==> src/hw/rtl/fbfl_pkg.sv <==
// ----------------------------------------------------------------------------
// fbfl_pkg
// shared constants, command codes and inter-module types for the
// fixed block free list allocator
// ----------------------------------------------------------------------------
`default_nettype none

package fbfl_pkg;

    localparam int MAX_BLOCKS = 255;
    localparam int IDX_W      = 8;
    localparam int OFS_W      = 18;
    localparam int SIZE_W     = 11;
    localparam int CNT_W      = 8;
    localparam int CFG_W      = 11;
    localparam int CFG_IDX_W  = 1;
    localparam int CMD_W      = 2;
    localparam int DIV_CNT_W  = $clog2(OFS_W + 1);

    localparam logic [CMD_W-1:0] CMD_INIT  = 2'd0;
    localparam logic [CMD_W-1:0] CMD_ALLOC = 2'd1;
    localparam logic [CMD_W-1:0] CMD_FREE  = 2'd2;
    localparam logic [CMD_W-1:0] CMD_QUERY = 2'd3;

    localparam logic [CFG_IDX_W-1:0] CFG_BLOCK_COUNT = 1'd0;
    localparam logic [CFG_IDX_W-1:0] CFG_BLOCK_SIZE  = 1'd1;

    typedef struct packed {
        logic              start;
        logic [OFS_W-1:0]  dividend;
        logic [SIZE_W-1:0] divisor;
    } div_req_t;

    typedef struct packed {
        logic             done;
        logic [OFS_W-1:0] quotient;
    } div_rsp_t;

endpackage

`default_nettype wire

==> src/hw/rtl/fbfl_link_ram.sv <==
// ----------------------------------------------------------------------------
// fbfl_link_ram
// simple dual-port synchronous ram, one write and one registered read port
// ----------------------------------------------------------------------------
`default_nettype none

module fbfl_link_ram #(
    parameter int DEPTH  = 255,
    parameter int WIDTH  = 8,
    parameter int ADDR_W = $clog2(DEPTH)
) (
    input  wire logic              clk,
    input  wire logic              we,
    input  wire logic [ADDR_W-1:0] waddr,
    input  wire logic [WIDTH-1:0]  wdata,
    input  wire logic              re,
    input  wire logic [ADDR_W-1:0] raddr,
    output logic      [WIDTH-1:0]  rdata
);

    logic [WIDTH-1:0] mem [DEPTH];

    always_ff @(posedge clk)
    begin
        if (we)
        begin
            mem[waddr] <= wdata;
        end
    end

    always_ff @(posedge clk)
    begin
        if (re)
        begin
            rdata <= mem[raddr];
        end
    end

endmodule

`default_nettype wire

==> src/hw/rtl/fbfl_divider.sv <==
// ----------------------------------------------------------------------------
// fbfl_divider
// restoring divider, one quotient bit per cycle, offset over block size
// ----------------------------------------------------------------------------
`default_nettype none

module fbfl_divider (
    input  wire logic              clk,
    input  wire logic              rst_n,
    input  wire fbfl_pkg::div_req_t req,
    output fbfl_pkg::div_rsp_t      rsp
);
    import fbfl_pkg::*;

    logic                  run_reg;
    logic                  done_reg;
    logic [DIV_CNT_W-1:0]  cnt_reg;
    logic [OFS_W-1:0]      quo_reg;
    logic [SIZE_W-1:0]     rem_reg;
    logic [SIZE_W-1:0]     dvs_reg;

    logic [SIZE_W:0]       trial;
    logic                  fits;

    assign trial = {rem_reg, quo_reg[OFS_W-1]};
    assign fits  = trial >= {1'b0, dvs_reg};

    always_ff @(posedge clk or negedge rst_n)
    begin
        if (!rst_n)
        begin
            run_reg  <= 1'b0;
            done_reg <= 1'b0;
            cnt_reg  <= '0;
        end
        else
        begin
            done_reg <= 1'b0;
            if (req.start)
            begin
                run_reg <= 1'b1;
                cnt_reg <= '0;
            end
            else if (run_reg)
            begin
                cnt_reg <= cnt_reg + 1'b1;
                if (cnt_reg == DIV_CNT_W'(OFS_W - 1))
                begin
                    run_reg  <= 1'b0;
                    done_reg <= 1'b1;
                end
            end
        end
    end

    // datapath, no reset needed
    always_ff @(posedge clk)
    begin
        if (req.start)
        begin
            quo_reg <= req.dividend;
            rem_reg <= '0;
            dvs_reg <= req.divisor;
        end
        else if (run_reg)
        begin
            quo_reg <= {quo_reg[OFS_W-2:0], fits};
            rem_reg <= fits ? SIZE_W'(trial - {1'b0, dvs_reg}) : trial[SIZE_W-1:0];
        end
    end

    assign rsp.done     = done_reg;
    assign rsp.quotient = quo_reg;

endmodule

`default_nettype wire

==> src/hw/rtl/fixed_block_free_list_allocator.sv <==
// ----------------------------------------------------------------------------
// fixed_block_free_list_allocator
// free list allocator for one chunk of equal blocks, links held in a ram
// ----------------------------------------------------------------------------
//
// channel   | handshake         | payload
// ----------+-------------------+------------------------------------------
// request   | start, busy       | cmd, offset
// result    | done (strobe)     | result_offset, status, is_free, free_count
// config    | cfg_we            | cfg_index, cfg_data
//
// steps from accept to done: alloc does one link ram read, init writes one link
// a cycle for each block, free runs the bit-serial divider, query runs the divider
// and then, if anything is free, walks the free list with a ram read then a compare
// for each free block walked past.
// alloc that runs out and init of zero blocks show done in the next cycle.
// reset is asynchronous and clears head, count and control; the link ram is
// not cleared, init writes it.
// results show for one cycle; the next request may be taken while done shows.
`default_nettype none

module fixed_block_free_list_allocator (
    input  wire logic                              clk,
    input  wire logic                              rst_n,
    input  wire logic                              start,
    output logic                                   busy,
    input  wire logic [fbfl_pkg::CMD_W-1:0]        cmd,
    input  wire logic [fbfl_pkg::OFS_W-1:0]        offset,
    output logic                                   done,
    output logic      [fbfl_pkg::OFS_W-1:0]        result_offset,
    output logic                                   status,
    output logic                                   is_free,
    output logic      [fbfl_pkg::CNT_W-1:0]        free_count,
    input  wire logic                              cfg_we,
    input  wire logic [fbfl_pkg::CFG_IDX_W-1:0]    cfg_index,
    input  wire logic [fbfl_pkg::CFG_W-1:0]        cfg_data
);
    import fbfl_pkg::*;

    localparam logic [2:0] ST_IDLE  = 3'd0;
    localparam logic [2:0] ST_INIT  = 3'd1;
    localparam logic [2:0] ST_ALLOC = 3'd2;
    localparam logic [2:0] ST_DIV   = 3'd3;
    localparam logic [2:0] ST_QCHK  = 3'd4;
    localparam logic [2:0] ST_QWAIT = 3'd5;

    localparam logic [IDX_W-1:0] MAX_IDX = IDX_W'(MAX_BLOCKS);

    // control state
    logic [2:0]        state_reg,  state_next;
    logic [IDX_W-1:0]  head_reg,   head_next;
    logic [CNT_W-1:0]  avail_reg,  avail_next;
    logic [CMD_W-1:0]  cmd_reg,    cmd_next;
    logic [CNT_W-1:0]  cnt_reg,    cnt_next;
    logic [CNT_W-1:0]  lim_reg,    lim_next;
    logic              oob_reg,    oob_next;
    logic              done_reg,   done_next;
    logic [CNT_W-1:0]  bcount_reg;
    logic [SIZE_W-1:0] bsize_reg;

    // payload
    logic [OFS_W-1:0]  target_reg, target_next;
    logic [IDX_W-1:0]  cur_reg,    cur_next;
    logic [OFS_W-1:0]  prod_reg,   prod_next;
    logic [OFS_W-1:0]  res_reg,    res_next;
    logic              stat_reg,   stat_next;
    logic              hit_reg,    hit_next;

    // link ram ports
    logic              ram_we;
    logic [IDX_W-1:0]  ram_waddr;
    logic [IDX_W-1:0]  ram_wdata;
    logic              ram_re;
    logic [IDX_W-1:0]  ram_raddr;
    logic [IDX_W-1:0]  ram_rdata;

    div_req_t          div_req;
    div_rsp_t          div_rsp;

    logic [SIZE_W-1:0] eff_size;
    logic [CNT_W-1:0]  init_n;
    logic [IDX_W-1:0]  link_val;
    logic [IDX_W+SIZE_W-1:0] prod_full;

    // a block size of zero counts as one
    assign eff_size = (bsize_reg == '0) ? SIZE_W'(1) : bsize_reg;
    // init never chains more blocks than the ram holds
    assign init_n   = (bcount_reg > CNT_W'(MAX_BLOCKS)) ? CNT_W'(MAX_BLOCKS) : bcount_reg;
    // links beyond the ram read as zero
    assign link_val = oob_reg ? '0 : ram_rdata;
    // full width product, the offset keeps its low bits
    assign prod_full = {{SIZE_W{1'b0}}, head_reg} * {{IDX_W{1'b0}}, eff_size};

    fbfl_link_ram #(
        .DEPTH  (MAX_BLOCKS),
        .WIDTH  (IDX_W),
        .ADDR_W (IDX_W)
    ) u_link_ram (
        .clk   (clk),
        .we    (ram_we),
        .waddr (ram_waddr),
        .wdata (ram_wdata),
        .re    (ram_re),
        .raddr (ram_raddr),
        .rdata (ram_rdata)
    );

    fbfl_divider u_divider (
        .clk   (clk),
        .rst_n (rst_n),
        .req   (div_req),
        .rsp   (div_rsp)
    );

    always_comb
    begin
        state_next   = state_reg;
        head_next    = head_reg;
        avail_next   = avail_reg;
        cmd_next     = cmd_reg;
        cnt_next     = cnt_reg;
        lim_next     = lim_reg;
        oob_next     = oob_reg;
        done_next    = 1'b0;
        target_next  = target_reg;
        cur_next     = cur_reg;
        prod_next    = prod_reg;
        res_next     = res_reg;
        stat_next    = stat_reg;
        hit_next     = hit_reg;
        ram_we       = 1'b0;
        ram_waddr    = cnt_reg;
        ram_wdata    = cnt_reg + 1'b1;
        ram_re       = 1'b0;
        ram_raddr    = head_reg;
        div_req.start    = 1'b0;
        div_req.dividend = offset;
        div_req.divisor  = eff_size;

        case (state_reg)
            ST_IDLE:
            begin
                if (start)
                begin
                    cmd_next = cmd;
                    case (cmd)
                        CMD_INIT:
                        begin
                            if (init_n == '0)
                            begin
                                // empty chunk: done at once, nothing free
                                head_next  = '0;
                                avail_next = '0;
                                done_next  = 1'b1;
                                res_next   = '0;
                                stat_next  = 1'b0;
                                hit_next   = 1'b0;
                            end
                            else
                            begin
                                cnt_next   = '0;
                                lim_next   = init_n - 1'b1;
                                state_next = ST_INIT;
                            end
                        end
                        CMD_ALLOC:
                        begin
                            if (avail_reg == '0)
                            begin
                                done_next = 1'b1;
                                res_next  = '0;
                                stat_next = 1'b1;
                                hit_next  = 1'b0;
                            end
                            else
                            begin
                                prod_next  = prod_full[OFS_W-1:0];
                                ram_raddr  = head_reg;
                                ram_re     = head_reg < MAX_IDX;
                                oob_next   = !(head_reg < MAX_IDX);
                                state_next = ST_ALLOC;
                            end
                        end
                        default:
                        begin
                            // free and query both need offset / block size
                            div_req.start = 1'b1;
                            state_next    = ST_DIV;
                        end
                    endcase
                end
            end
            ST_INIT:
            begin
                // chain block i to block i+1
                ram_we    = 1'b1;
                ram_waddr = cnt_reg;
                ram_wdata = cnt_reg + 1'b1;
                cnt_next  = cnt_reg + 1'b1;
                if (cnt_reg == lim_reg)
                begin
                    head_next  = '0;
                    avail_next = lim_reg + 1'b1;
                    done_next  = 1'b1;
                    res_next   = '0;
                    stat_next  = 1'b0;
                    hit_next   = 1'b0;
                    state_next = ST_IDLE;
                end
            end
            ST_ALLOC:
            begin
                // pop the head
                head_next  = link_val;
                avail_next = avail_reg - 1'b1;
                done_next  = 1'b1;
                res_next   = prod_reg;
                stat_next  = 1'b0;
                hit_next   = 1'b0;
                state_next = ST_IDLE;
            end
            ST_DIV:
            begin
                if (div_rsp.done)
                begin
                    if (cmd_reg == CMD_FREE)
                    begin
                        // push: no check for double release; an out-of-range block skips the link write
                        ram_we     = div_rsp.quotient < OFS_W'(MAX_BLOCKS);
                        ram_waddr  = div_rsp.quotient[IDX_W-1:0];
                        ram_wdata  = head_reg;
                        head_next  = div_rsp.quotient[IDX_W-1:0];
                        avail_next = avail_reg + 1'b1;
                        done_next  = 1'b1;
                        res_next   = '0;
                        stat_next  = 1'b0;
                        hit_next   = 1'b0;
                        state_next = ST_IDLE;
                    end
                    else
                    begin
                        target_next = div_rsp.quotient;
                        cur_next    = head_reg;
                        cnt_next    = avail_reg;
                        if (avail_reg == '0)
                        begin
                            done_next  = 1'b1;
                            res_next   = '0;
                            stat_next  = 1'b0;
                            hit_next   = 1'b0;
                            state_next = ST_IDLE;
                        end
                        else
                        begin
                            state_next = ST_QCHK;
                        end
                    end
                end
            end
            ST_QCHK:
            begin
                // cnt_reg holds the entries left including the current one
                if (OFS_W'(cur_reg) == target_reg)
                begin
                    done_next  = 1'b1;
                    res_next   = '0;
                    stat_next  = 1'b0;
                    hit_next   = 1'b1;
                    state_next = ST_IDLE;
                end
                else if (cnt_reg == CNT_W'(1))
                begin
                    done_next  = 1'b1;
                    res_next   = '0;
                    stat_next  = 1'b0;
                    hit_next   = 1'b0;
                    state_next = ST_IDLE;
                end
                else
                begin
                    ram_raddr  = cur_reg;
                    ram_re     = cur_reg < MAX_IDX;
                    oob_next   = !(cur_reg < MAX_IDX);
                    cnt_next   = cnt_reg - 1'b1;
                    state_next = ST_QWAIT;
                end
            end
            ST_QWAIT:
            begin
                cur_next   = link_val;
                state_next = ST_QCHK;
            end
            default:
            begin
                state_next = ST_IDLE;
            end
        endcase
    end

    always_ff @(posedge clk or negedge rst_n)
    begin
        if (!rst_n)
        begin
            state_reg <= ST_IDLE;
            head_reg  <= '0;
            avail_reg <= '0;
            cmd_reg   <= CMD_INIT;
            cnt_reg   <= '0;
            lim_reg   <= '0;
            oob_reg   <= 1'b0;
            done_reg  <= 1'b0;
        end
        else
        begin
            state_reg <= state_next;
            head_reg  <= head_next;
            avail_reg <= avail_next;
            cmd_reg   <= cmd_next;
            cnt_reg   <= cnt_next;
            lim_reg   <= lim_next;
            oob_reg   <= oob_next;
            done_reg  <= done_next;
        end
    end

    // configuration registers
    always_ff @(posedge clk or negedge rst_n)
    begin
        if (!rst_n)
        begin
            bcount_reg <= CNT_W'(255);
            bsize_reg  <= SIZE_W'(8);
        end
        else if (cfg_we)
        begin
            case (cfg_index)
                CFG_BLOCK_COUNT: bcount_reg <= cfg_data[CNT_W-1:0];
                CFG_BLOCK_SIZE:  bsize_reg  <= cfg_data[SIZE_W-1:0];
                default:         bsize_reg  <= bsize_reg;
            endcase
        end
    end

    // payload registers
    always_ff @(posedge clk)
    begin
        target_reg <= target_next;
        cur_reg    <= cur_next;
        prod_reg   <= prod_next;
        res_reg    <= res_next;
        stat_reg   <= stat_next;
        hit_reg    <= hit_next;
    end

    assign busy          = state_reg != ST_IDLE;
    assign done          = done_reg;
    assign result_offset = res_reg;
    assign status        = stat_reg;
    assign is_free       = hit_reg;
    // count is already updated when done shows
    assign free_count    = avail_reg;

endmodule

`default_nettype wire

==> config.mk <==
export PLATFORM = sky130hd
export DESIGN_NAME = fixed_block_free_list_allocator
export DESIGN_NICKNAME = d
export VERILOG_FILES = /design/src/hw/rtl/fbfl_pkg.sv /design/src/hw/rtl/fbfl_link_ram.sv /design/src/hw/rtl/fbfl_divider.sv /design/src/hw/rtl/fixed_block_free_list_allocator.sv
export SDC_FILE = /design/constraint.sdc
export NUM_CORES = 2
export LEC_CHECK = 0
export ABC_AREA = 1
export BUFFER_PORTS_ARGS = -buffer_cell sky130_fd_sc_hd__buf_2
export CORE_MARGIN = 3
export CORE_UTILIZATION = 49
export CTS_CLUSTER_DIAMETER = 30
export DETAILED_ROUTE_END_ITERATION = 16
export HOLD_SLACK_MARGIN = 0.06
export MAX_ROUTING_LAYER = met4
export PLACE_DENSITY = 0.75
export REMOVE_ABC_BUFFERS = 1
export SYNTH_ARGS = -nofsm -noshare
export SYNTH_HDL_FRONTEND = slang
export SYNTH_SLANG_ARGS = --single-unit
==> constraint.sdc <==
create_clock -name clk -period 16.6 [get_ports clk]
set_clock_uncertainty 0.2 [all_clocks]
set_input_delay 3.32 -clock clk [delete_from_list [all_inputs] [get_ports clk]]
set_output_delay 3.32 -clock clk [all_outputs]
set_load 0.005 [all_outputs]
# == Word-level counts from Yosys, hierarchy flattened ==
# Memories as Yosys holds them, arrays and structs flattened. A register that Yosys moved wholly into a read port is not among the register bits.
# Index checks and enable logic that the tools add are counted.
# op_classes
multipliers,1
reduce_logical,28
eq_ne,30
addsub,8
n_lt_le_gt_ge,5
n_mux,114
n_bitwise,4
# op_table
cell,count
8-bit 2-to-1 mux,29
18-bit 2-to-1 mux,10
8-bit case mux with 4 select lines,3
18-bit case mux with 5 select lines,1
1-bit 2-to-1 mux,45
18-bit case mux with 2 select lines,1
3-bit 2-to-1 mux,9
"8-bit by 1-bit adder with 8-bit output, second input constant",3
"8-bit by 1-bit subtractor with 8-bit output, second input constant",3
11-bit 2-to-1 mux,2
8-bit by 18-bit equality test with 1-bit output,1
"18-bit by 8-bit less-than comparator with 1-bit output, second input constant",1
8-bit by 11-bit multiplier with 18-bit output,1
"2-bit != test, second input constant",9
"3-bit != test, second input constant",6
8-bit logical NOT,2
"8-bit less-than comparator, second input constant",2
8-bit case mux with 2 select lines,1
1-bit case mux with 5 select lines,3
3-bit case mux with 5 select lines,1
7-bit AND reduction,2
12-bit by 11-bit greater-or-equal comparator with 1-bit output,1
1-bit case mux with 2 select lines,6
11-bit logical NOT,1
other kinds (31),47
# word_totals
n_memories,1
ff_bits,169
wordCells,213
inputBits,36
ramBits,2040
# mem_list
name,depth,word_bits,read_ports,rd_ports_with_merged_regs,wr,line,text
u_link_ram.mem,255,8,1,1,1,fbfl_link_ram.sv:21,logic [WIDTH-1:0] mem [DEPTH];

# == Depth between registers and ports, before layout ==
# logic_depth
depth_word,7
depth_mapped,24

# == Cells and area by module ==
# From an unflattened synthesis, not the netlist that was laid out.
# hier_totals
hier_cells,8549
hier_area_um2,95580.4
# modules_own_cells
mod,instances,area_each_um2,cells_per_inst
fbfl_link_ram,1,83136.0,6994
fixed_block_free_list_allocator,1,9711.8,1217
fbfl_divider,1,2732.6,338

# == Least setup slack after synthesis ==
# Ideal clock, no wire load.
# synth_path
path_kind,flip-flop to flip-flop
start,register state_reg[2]
end,"memory u_link_ram.mem[0][1], data pin"
n_path_buf,3
arrival_ps,11398
synth_period_minus_slack_ps,13778
path_slack_ps,2822
t_required_ps,14219
stages_incl_launch_ff,11
cell_sequence,dfrtp_1 -> buf_6 -> nor2_8 -> inv_2 -> nor2_4 -> inv_2 -> nor3_2 -> nand2_2 -> buf_2 -> clkbuf_1 -> o21ai_0
# synth_between
elab_chain_cells,2
# synth_rtl
item,line,text
start: declaration,fixed_block_free_list_allocator.sv:50,"logic [2:0] state_reg, state_next;"
start signal: assignment,fixed_block_free_list_allocator.sv:315,state_reg <= state_next;
3-bit by 2-bit equality test with 1-bit output,fixed_block_free_list_allocator.sv:140,case (state_reg)
8-bit 2-to-1 mux,n/a,
net ram_wdata[1],fixed_block_free_list_allocator.sv:72,logic [IDX_W-1:0] ram_wdata;
end: declaration,fbfl_link_ram.sv:21,
# The timed path passes the listed nets, and every way through them passes these cells.

# == Worst setup path in the final report ==
# layout_path
start,register cnt_reg[1]
end,"register u_link_ram.rdata[2], read port of u_link_ram.mem, data pin"
# layout_between
elab_chain_cells,4
word_cells_on_any_way,7
# layout_rtl
item,line,text
start: declaration,fixed_block_free_list_allocator.sv:54,"logic [CNT_W-1:0] cnt_reg, cnt_next;"
start signal: assignment,fixed_block_free_list_allocator.sv:319,cnt_reg <= cnt_next;
8-bit by 1-bit equality test with 1-bit output *,fixed_block_free_list_allocator.sv:271,else if (cnt_reg == CNT_W'(1))
1-bit 2-to-1 mux / 8-bit 2-to-1 mux (equally long branches),fixed_block_free_list_allocator.sv:271,
1-bit 2-to-1 mux / 8-bit 2-to-1 mux (equally long branches),fixed_block_free_list_allocator.sv:263,if (OFS_W'(cur_reg) == target_reg)
1-bit case mux with 2 select lines / 8-bit 2-to-1 mux (equally long branches),n/a,
end: declaration,fbfl_link_ram.sv:18,output logic [WIDTH-1:0] rdata
# Every way passes the cells marked *; elsewhere a longest branch is shown, timed or not.
# A chain may end at the register's enable or synchronous reset.

==> metrics.md <==
| Metric | Value |
|---|---|
| Top cell by count, worst path | nand3_1 |
| Post-CTS sizing | 0 |
| Worst-margin pin slew | 1.30 ns |
| YS warnings | 0 |
| HP Class | flip-flop to flip-flop |
| CTS Root Cell | clkbuf_16 |
| Fin util | 57.3% |
| Hold Slack | 0.286 ns |
| Core area | 0.205 mm^2 |
| Via Count | 73200 |
| Area of the multi-input gates | 0.0281 mm^2 |
| Top_reg_cell synth | edfxtp_1 |
| Static Leakage | 46.7 nW |
| Fraction of layout cells with a size suffix above 1 | 9.74% |
| Die Width | 461 um |
| Commonest cells after routing, fill and taps aside | edfxtp_1, nand3_1, nand2_1 |
| Initial Utilization | 49.4% |
| Die area | 0.212 mm^2 |
| Final worst path period need | 7.72 ns |
| CTS hold repair buffers | 0 |
| Finish-stage setup viols | 0 |
| Worst path slowest cell | nand2_8 |
| Placed instance area | 0.103 mm^2 |
| CP bufs+invs | 4 |
| Post-Synthesis Cells | 9410 |
| Avg Cell Area, Syn | 10.8 um^2 |
| Slew HR | 12.8% |
| Worst path cell trace | inv_1 -> ha_1 -> nand4_4 -> o21ai_1 -> nand3_4 -> nand2_8 -> buf_4 -> buf_4 -> buf_4 -> nand2_1 -> nand3_1 -> nand3_1 -> nand3_1 -> nand3_1 -> nand3_1 -> nand3_1 -> nand3_1 -> nand2_1 |
| Gpl congestion | 0.919 |
| Row count | 166 |
| Worst setup SP type | flip-flop |
| ANT nets after route | 0 |
| VDD IR-drop max | 0.189 mV |
| Status | finished, final reports clean |
| Place WS | 8.92 ns |
| Port buffer count | 65 |
| Final #Nets | 9524 |
| Largest net degree at the start of global routing | 199 |
| Fillers | 15900 |
| Final Hold Violating Endpoints | 0 |
| Max Freq | 0.129 GHz |
| Max Transition Viols Final | 0 |
| Worst EP arrival | 8.25 ns |
| Critical Path RT | 17.13 ns |
| Starting DRT DRC Count | 10500 |
| Period utilization | 46.5% |
| CTS buffer count | 431 |
| Num Clock Sinks | 2217 |
| Fin area | 0.118 mm^2 |
| Setup bufs post-CTS | 0 |
| Crit path largest cell delay | 1.01 ns |
| Max reg flops | 2040 |
| Leading cell type in the layout, fill and taps excluded | edfxtp_1 |
| EDFF count, synth | 2141 |
| DP Wirelength | 154 mm |
| Vias/cell | 5.90 |
| Drt total wl | 286 mm |
| Global-route wire length before repair | 433 mm |
| Clock buffer depth | 4 |
| Clk_lat worst skew | 1.00 ns |
| Area Overhead vs Synth | 16.0% |
| CP top delay family | simple AND/OR/NAND/NOR gates |
| Cell Pwr Density | 185 mW/mm^2 |
| H-tree depth | 5 |
| Library cells used by synthesis | 60 |
| Clock transition at path regs | 0.05 ns |
| CTS tree | built |
| Register area share after synthesis | 65.3% |
| Vias in the first global route | 72100 |
| Number of synthesized register bits | 2217 |
| Async SR Flop Fraction | 2.93% |
| Largest reg by FF count | u_link_ram.mem |
| DRC violation count after routing | 0 |
| Reg area | 0.0661 mm^2 |
| Max_cap viols | 0 |
| Setup CP Type | flip-flop to flip-flop |
| Routed len/inst | 23.0 um |
| I/O pins | 66 |
| RSZ-0062 raised after global routing | no |
| GR Util All Layers | 27.3% |
| Synthesized area | 0.101 mm^2 |
| Drt pass-1 iters | 8 |
| Die H | 461 um |
| CP endpoint kind | flip-flop |
| CP Max Fanout | 146 |
| Initial antenna violation count | 5 |
| GRT overflow | 0 |
| Fin worst setup slack | 8.88 ns |
==> worst paths after layout <==
path / cells after the start / to / start / slack, ns
max in group asynchronous: 2 / cnt_reg[0] / rst_n / 13.19
max reg2reg: 18 / u_link_ram.rdata[2] / cnt_reg[1] / 8.88
max: 18 / u_link_ram.rdata[2] / cnt_reg[1] / 8.88
min: 2 / u_divider.rem_reg[10] / u_divider.rem_reg[10] / 0.29
min reg2reg: 2 / u_divider.rem_reg[10] / u_divider.rem_reg[10] / 0.29
min in group asynchronous: 2 / bsize_reg[6] / rst_n / 2.38
==> metal layers <==
| metal | wire length (um) | track usage [%] | share of wire (%) | vias to the layer above |
|---|---|---|---|---|
| met5 | 0 | - | 0 | - |
| met1 | 106000 | 34.3 | 37 | 35100 |
| met3 | 31200 | 5.44 | 11 | 913 |
| met2 | 133000 | 42.0 | 47 | 4844 |
| li1 | - | - | - | 32300 |
| met4 | 15300 | 14.3 | 5.4 | 0 |
==> cell usage after synthesis (all sizes together), types with 24 or more instances <==
library cell / count / share of area [%]
edfxtp: 2141 / 63
clkbuf: 205 / 0.76
a21oi: 45 / 0.22
nand2: 1875 / 7.0
inv: 1158 / 4.3
buf: 424 / 2.2
fa: 54 / 1.1
o211ai: 109 / 0.81
nor2: 354 / 1.4
ha: 58 / 0.72
o21ai: 158 / 0.85
nand3b: 616 / 4.6
dfrtp: 56 / 1.4
nand3: 2003 / 9.9
xor2: 24 / 0.21
==> cell families (layout without fill, tap and decap cells) <==
logic type | after synthesis | count (layout) | synth area share [%]
AOI/OAI and AO/OA | 351 | 351 | 2.17
other | 0 | 4 | 0
xor gates and xnor gates | 45 | 45 | 0.389
buffers and inverters | 1790 | 2103 | 7.25
and+or+nand+nor | 4892 | 4892 | 23.1
DFF | 2217 | 2217 | 65.3
muxes | 3 | 3 | 0.0333
adders and majority gates | 112 | 112 | 1.78
==> through the flow <==
step / cells / total power [mW] / TNS [ns]
after floorplan: 8781 / 11.5 / -175.65
final: 12400 / 21.8 / 0
after global placement: 11600 / 13.0 / 0
after detailed placement: 11600 / 13.1 / 0
after global routing: 12400 / 22.6 / 0
after CTS: 12400 / 21.7 / 0
==> report_power, final <==
part           internal [mW]  switching [mW]
Clock                   5.70            2.87
Sequential              6.81           0.202
Combinational           1.55            4.65
==> worst register-to-register path: cells and delay by family (launching register included) <==
| family | cells | cell delay [ns] |
|---|---|---|
| AO/OA/AOI/OAI | 1 | 0.27 |
| AND/OR/NAND/NOR | 12 | 3.57 |
| adder cells (fa/ha/maj) | 1 | 0.25 |
| flip-flops | 1 | 0.43 |
| buffers and inverters | 4 | 2.75 |
==> cell type report <==
cell class | count | share of cell area, %
Multi-Input combinational cell | 5403 | 23.9
Tap cell | 2688 | 2.86
Timing Repair Buffer | 162 | 1.02
Clock buffer | 488 | 9.49
Clock inverter | 292 | 2.77
Inverter | 1161 | 3.72
Antenna cell | 4 | 0.00851
Sequential cell | 2217 | 56.2
Power figures use the tool's default switching activity.
